--- src/lpde_pkg.sv ---
// Shared types and constants for the lattice probe difference encoder.
// Holds operation and result kind codes, the controller state type and the
// command/status structs that join the controller and the datapath.
package lpde_pkg;

  // Default sizes of the stores and the coordinate width.
  localparam int STORE_WORDS_DEF = 4096;
  localparam int MAX_RUN_DEF     = 64;
  localparam int COORD_BITS_DEF  = 8;

  // Fixed field widths.
  localparam int DIM_W  = 5;
  localparam int KIND_W = 3;
  localparam int VAL_W  = 5;
  localparam int OP_W   = 2;
  localparam int APB_W  = 32;
  localparam int ADDR_W = 3;

  typedef enum logic [OP_W-1:0] {
    OP_LOAD  = 2'd0,
    OP_EMIT  = 2'd1,
    OP_CLEAR = 2'd2,
    OP_NOP   = 2'd3
  } op_e;

  typedef enum logic [KIND_W-1:0] {
    KIND_REM     = 3'd0,
    KIND_NEG     = 3'd1,
    KIND_NEG_END = 3'd2,
    KIND_POS     = 3'd3,
    KIND_POS_END = 3'd4,
    KIND_NONE    = 3'd5,
    KIND_FULL    = 3'd6
  } kind_e;

  typedef enum logic [4:0] {
    S_IDLE,
    S_DECODE,
    S_FULL,
    S_DIV,
    S_CHECK,
    S_NONE,
    S_MUL,
    S_RDT,
    S_RDS,
    S_DIFF,
    S_PUSH,
    S_REM,
    S_NRD,
    S_NOUT,
    S_NEND,
    S_PRD,
    S_POUT,
    S_PEND
  } state_e;

  // Commands from the controller to the datapath.
  typedef struct packed {
    logic  accept;
    logic  store_wr;
    logic  clear;
    logic  start;
    logic  calc;
    logic  mul;
    logic  rd_t;
    logic  rd_s;
    logic  diff;
    logic  push_unit;
    logic  col_next;
    logic  rptr_clr;
    logic  rd_buf;
    logic  rptr_next;
    logic  out_push;
    kind_e out_kind;
    logic  out_last;
    logic  index_inc;
  } cmd_t;

  // Status from the datapath to the controller.
  typedef struct packed {
    op_e  op;
    logic full;
    logic none;
    logic div_done;
    logic units_zero;
    logic col_last;
    logic buf_end;
    logic buf_neg;
    logic out_free;
  } stat_t;

endpackage

--- src/lpde_ctrl.sv ---
// Controller state machine of the lattice probe difference encoder.
// Sequences load, clear and emit operations; depends on lpde_pkg.
module lpde_ctrl import lpde_pkg::*; (
  input  logic  clk_i,
  input  logic  rst_ni,
  input  logic  in_valid_i,
  output logic  in_stall_o,
  input  stat_t stat_i,
  output cmd_t  cmd_o
);

  state_e state_q, state_d;

  // State register.
  always_ff @(posedge clk_i or negedge rst_ni) begin
    if (!rst_ni) begin
      state_q <= S_IDLE;
    end else begin
      state_q <= state_d;
    end
  end

  assign in_stall_o = (state_q != S_IDLE);

  // Next state and commands.
  always_comb begin
    state_d = state_q;
    cmd_o   = '0;
    cmd_o.out_kind = KIND_REM;
    case (state_q)
      S_IDLE: begin
        if (in_valid_i) begin
          cmd_o.accept = 1'b1;
          state_d = S_DECODE;
        end
      end
      S_DECODE: begin
        case (stat_i.op)
          OP_LOAD: begin
            if (stat_i.full) begin
              state_d = S_FULL;
            end else begin
              cmd_o.store_wr = 1'b1;
              state_d = S_IDLE;
            end
          end
          OP_EMIT: begin
            cmd_o.start = 1'b1;
            state_d = S_DIV;
          end
          OP_CLEAR: begin
            cmd_o.clear = 1'b1;
            state_d = S_IDLE;
          end
          default: state_d = S_IDLE;
        endcase
      end
      S_FULL: begin
        if (stat_i.out_free) begin
          cmd_o.out_push = 1'b1;
          cmd_o.out_kind = KIND_FULL;
          cmd_o.out_last = 1'b1;
          state_d = S_IDLE;
        end
      end
      S_DIV: begin
        if (stat_i.div_done) begin
          state_d = S_CHECK;
        end
      end
      S_CHECK: begin
        if (stat_i.none) begin
          state_d = S_NONE;
        end else begin
          cmd_o.calc = 1'b1;
          state_d = S_MUL;
        end
      end
      S_NONE: begin
        if (stat_i.out_free) begin
          cmd_o.out_push = 1'b1;
          cmd_o.out_kind = KIND_NONE;
          cmd_o.out_last = 1'b1;
          state_d = S_IDLE;
        end
      end
      S_MUL: begin
        cmd_o.mul = 1'b1;
        state_d = S_RDT;
      end
      S_RDT: begin
        cmd_o.rd_t = 1'b1;
        state_d = S_RDS;
      end
      S_RDS: begin
        cmd_o.rd_s = 1'b1;
        state_d = S_DIFF;
      end
      S_DIFF: begin
        cmd_o.diff = 1'b1;
        state_d = S_PUSH;
      end
      // One kept unit per cycle, then on to the next column.
      S_PUSH: begin
        if (stat_i.units_zero) begin
          cmd_o.col_next = 1'b1;
          state_d = stat_i.col_last ? S_REM : S_RDT;
        end else begin
          cmd_o.push_unit = 1'b1;
        end
      end
      S_REM: begin
        if (stat_i.out_free) begin
          cmd_o.out_push = 1'b1;
          cmd_o.out_kind = KIND_REM;
          cmd_o.rptr_clr = 1'b1;
          state_d = S_NRD;
        end
      end
      S_NRD: begin
        if (stat_i.buf_end) begin
          state_d = S_NEND;
        end else begin
          cmd_o.rd_buf = 1'b1;
          state_d = S_NOUT;
        end
      end
      S_NOUT: begin
        if (!stat_i.buf_neg) begin
          cmd_o.rptr_next = 1'b1;
          state_d = S_NRD;
        end else if (stat_i.out_free) begin
          cmd_o.out_push = 1'b1;
          cmd_o.out_kind = KIND_NEG;
          cmd_o.rptr_next = 1'b1;
          state_d = S_NRD;
        end
      end
      S_NEND: begin
        if (stat_i.out_free) begin
          cmd_o.out_push = 1'b1;
          cmd_o.out_kind = KIND_NEG_END;
          cmd_o.rptr_clr = 1'b1;
          state_d = S_PRD;
        end
      end
      S_PRD: begin
        if (stat_i.buf_end) begin
          state_d = S_PEND;
        end else begin
          cmd_o.rd_buf = 1'b1;
          state_d = S_POUT;
        end
      end
      S_POUT: begin
        if (stat_i.buf_neg) begin
          cmd_o.rptr_next = 1'b1;
          state_d = S_PRD;
        end else if (stat_i.out_free) begin
          cmd_o.out_push = 1'b1;
          cmd_o.out_kind = KIND_POS;
          cmd_o.rptr_next = 1'b1;
          state_d = S_PRD;
        end
      end
      S_PEND: begin
        if (stat_i.out_free) begin
          cmd_o.out_push = 1'b1;
          cmd_o.out_kind = KIND_POS_END;
          cmd_o.out_last = 1'b1;
          cmd_o.index_inc = 1'b1;
          state_d = S_IDLE;
        end
      end
      default: state_d = S_IDLE;
    endcase
  end

endmodule

--- config.mk ---
export PLATFORM = sky130hd
export DESIGN_NAME = lpde_ctrl
export DESIGN_NICKNAME = d
export VERILOG_FILES = /design/src/lpde_pkg.sv /design/src/lpde_ctrl.sv
export SDC_FILE = /design/constraint.sdc
export NUM_CORES = 1
export LEC_CHECK = 0
export BUFFER_PORTS_ARGS = -buffer_cell sky130_fd_sc_hd__buf_4
export CORE_MARGIN = 4
export CORE_UTILIZATION = 40
export CTS_CLUSTER_DIAMETER = 30
export DETAILED_ROUTE_END_ITERATION = 6
export GPL_ROUTABILITY_DRIVEN = 1
export MAX_ROUTING_LAYER = met4
export PLACE_DENSITY = 0.66
export SLEW_MARGIN = 20
export SYNTH_ARGS = -nofsm -noshare
export SYNTH_HDL_FRONTEND = slang
export SYNTH_SLANG_ARGS = --single-unit
--- constraint.sdc ---
create_clock -name clk_i -period 3.71 [get_ports clk_i]
set_input_delay 0.371 -clock clk_i [delete_from_list [all_inputs] [get_ports clk_i]]
set_output_delay 0.371 -clock clk_i [all_outputs]
set_load 0.05 [all_outputs]
==> impl_metrics.tcl <==
set metrics [dict create \
    status "finished clean" \
    crit_fanout 22 \
    cts_hold_buffers 1 \
    globalplace.congestion 0.861 \
    p_seq_share_pct 20.7 \
    drv_cap 0 \
    timing.hold.ws_ns 0.467 \
    num_rows 17 \
    wire_per_inst_um 14.8 \
    critPathCapture "cmd_o[6]" \
    layout_commonest_cell "buf_4" \
    hold_violations 0 \
    routed_wl_um 2690 \
    first_pass_iters 4 \
    crit_type "reg2out" \
    io_buffers 33 \
    ant_nets 0 \
    cp-end-kind "output port" \
    r2r_setup_slack_ns 1.28 \
    pwr-share-clk_pct 6.4 \
    synth-edff-count 0 \
    min_period_over_period_pct 70.2 \
    crit_start "state_q[2]" \
    via_per_inst 5.85 \
    cts_tree "built" \
    synth_nets 143 \
    initial_core_util_pct 42.4 \
    nFillCells 241 \
    top_register "state_q" \
    period_needed_ns 2.61 \
    rsz0062_at_grt "false" \
    syn-cell-area_um2 938 \
    yosysUniqueCellTypes 50 \
    cts.path.max_buffers 2 \
    nNetsFinal 168 \
    most-common-layout-cells "buf_4, nor2_1, nor3_1" \
    grt_usage_pct 17.3 \
    overflow 0 \
    register_area_um2 125 \
    swShare_pct 57.4 \
    r2r_end "state_q[0]" \
    setup_tns_ns 0 \
    reg2reg_from "state_q[2]" \
    intPower_mw 0.409 \
    grt_max_degree 33 \
    cellLeakagePower_nw 0.511 \
    power_switching_mw 0.551 \
    die_w_um 56.4 \
    diodes 0 \
    p_comb_share_pct 72.9 \
    die_h_um 56.4 \
    insertion_delay_ns 0.24 \
    report.final.slew_viol_count 0 \
    relSlewSlack_pct 39.4 \
    setup_violations 0 \
    top_level_ports 34 \
    drc 0 \
    min_path_type "in2async" \
    max_clock_freq_mhz 384 \
    path_clk_slew_ns 0.04 \
    area_growth_pct 26.3 \
    num_vias 1065 \
    cts_resized 0 \
    cp.required_ns 3.34 \
    dp_hpwl_um 1970 \
    avgSynthCellArea_um2 7.22 \
    synthCells 130 \
    cts.sinks 5 \
    yosysSeqAreaShare_pct 13.3 \
    root_buffer "clkbuf_4" \
    synth-main-ff-cell "dfrtp_1" \
    ys_ff_latch 5 \
    largest_register_ffs 5 \
    cp.arrival_ns 2.23 \
    die-area_um2 3180 \
    grt_pass1_wl_um 4390 \
    grt_pass1_vias 932 \
    worst_pin_slew_ns 0.909 \
    reg.largest.list "state_q (5)" \
    ir_drop_uv 353 \
    cts_made_buffers 3 \
    multi_input_area_um2 711 \
    coreArea_um2 2210 \
    cts_setup_buffers 0 \
    drive_gt1_share_pct 29.2 \
    fin_skew_ns 0.000678 \
    antenna_found_initial 0 \
    h-tree-depth 1 \
    start_kind "flop" \
    drtIter0Drc 27 \
    reg2regPathDepth 5 \
    cellPowerDensity_nw_per_um2 810 \
    synthArstFlopShare_pct 100 \
    yosysWarnings 0 \
]
-- worst min-delay path by stage --
stage	start	end	slack, ns
after floorplan	rst_ni	state_q[0]	0.08
after global placement	rst_ni	state_q[2]	0.17
after detailed placement	rst_ni	state_q[2]	0.17
after CTS	rst_ni	state_q[2]	0.47
after global routing	stat_i[4]	state_q[3]	0.46
final	rst_ni	state_q[1]	0.47
-- per-stage QoR --
stage	cells	util (%)	area [µm²]	total power [mW]	worst slack, ns
5_1_grt	182	53.6	1180	1.04	0.905
2_1_floorplan	130	-	938	0.755	0.872
4_1_cts	182	53.6	1180	0.961	1.12
3_5_place_dp	177	51.9	1150	0.896	1.30
6_report	182	53.6	1180	0.959	1.10
3_3_place_gp	177	51.9	1150	0.892	1.34
-- kinds of logic (layout without fill, tap and decap cells) --
kind of cell	count (synthesis)	after routing	share of synthesized area (%)
compound gates	32	32	26.9
xor+xnor	3	3	2.80
buf+inv	21	45	10.9
flops	5	5	13.3
mux	4	4	5.87
simple gates	65	65	40.1
-- routing by layer --
layer  routed length [µm]  share of wire, %  track usage, %
met2                 1300                48            27.7
met3                  169               6.3            3.68
met5                    0                 0               -
met4                   14              0.52            5.08
met1                 1210                45            21.7
-- synthesized netlist by cell type (all sizes together) (4+ instances only) --
cell | count | area (µm²)
nor2b | 4 | 25.0
nand2b | 6 | 45.0
nor3 | 12 | 60.1
clkbuf | 4 | 15.0
buf | 11 | 65.1
nor4 | 4 | 25.0
o21ai | 5 | 25.0
dfrtp | 5 | 125
inv | 6 | 22.5
nor2 | 15 | 58.8
nor3b | 5 | 37.5
nand2 | 6 | 22.5
a21oi | 6 | 30.0
-- power by group through the flow --
stage	clock network, mW	logic [mW]	registers, mW
floorplan	0	0.662	0.0929
global placement	0	0.695	0.197
detailed placement	0	0.698	0.199
CTS	0.0622	0.701	0.198
global route	0.0677	0.760	0.211
finish	0.0611	0.700	0.199
-- critical path, stage by stage (launching register included) --
cell and delay (ns):
dfrtp_1 0.77, nand2_1 0.34, nor3_1 0.31, a211oi_1 0.09, nor3_1 0.23, buf_4 0.25
-- layout make-up --
class,count,area share [%]
flip-flops and latches,5,10.6
inverters,6,1.90
repair buffers,35,22.4
multi-input cells,104,60.0
well taps,28,2.96
clock buffers,4,2.22
(Power assumes the default switching activity.)
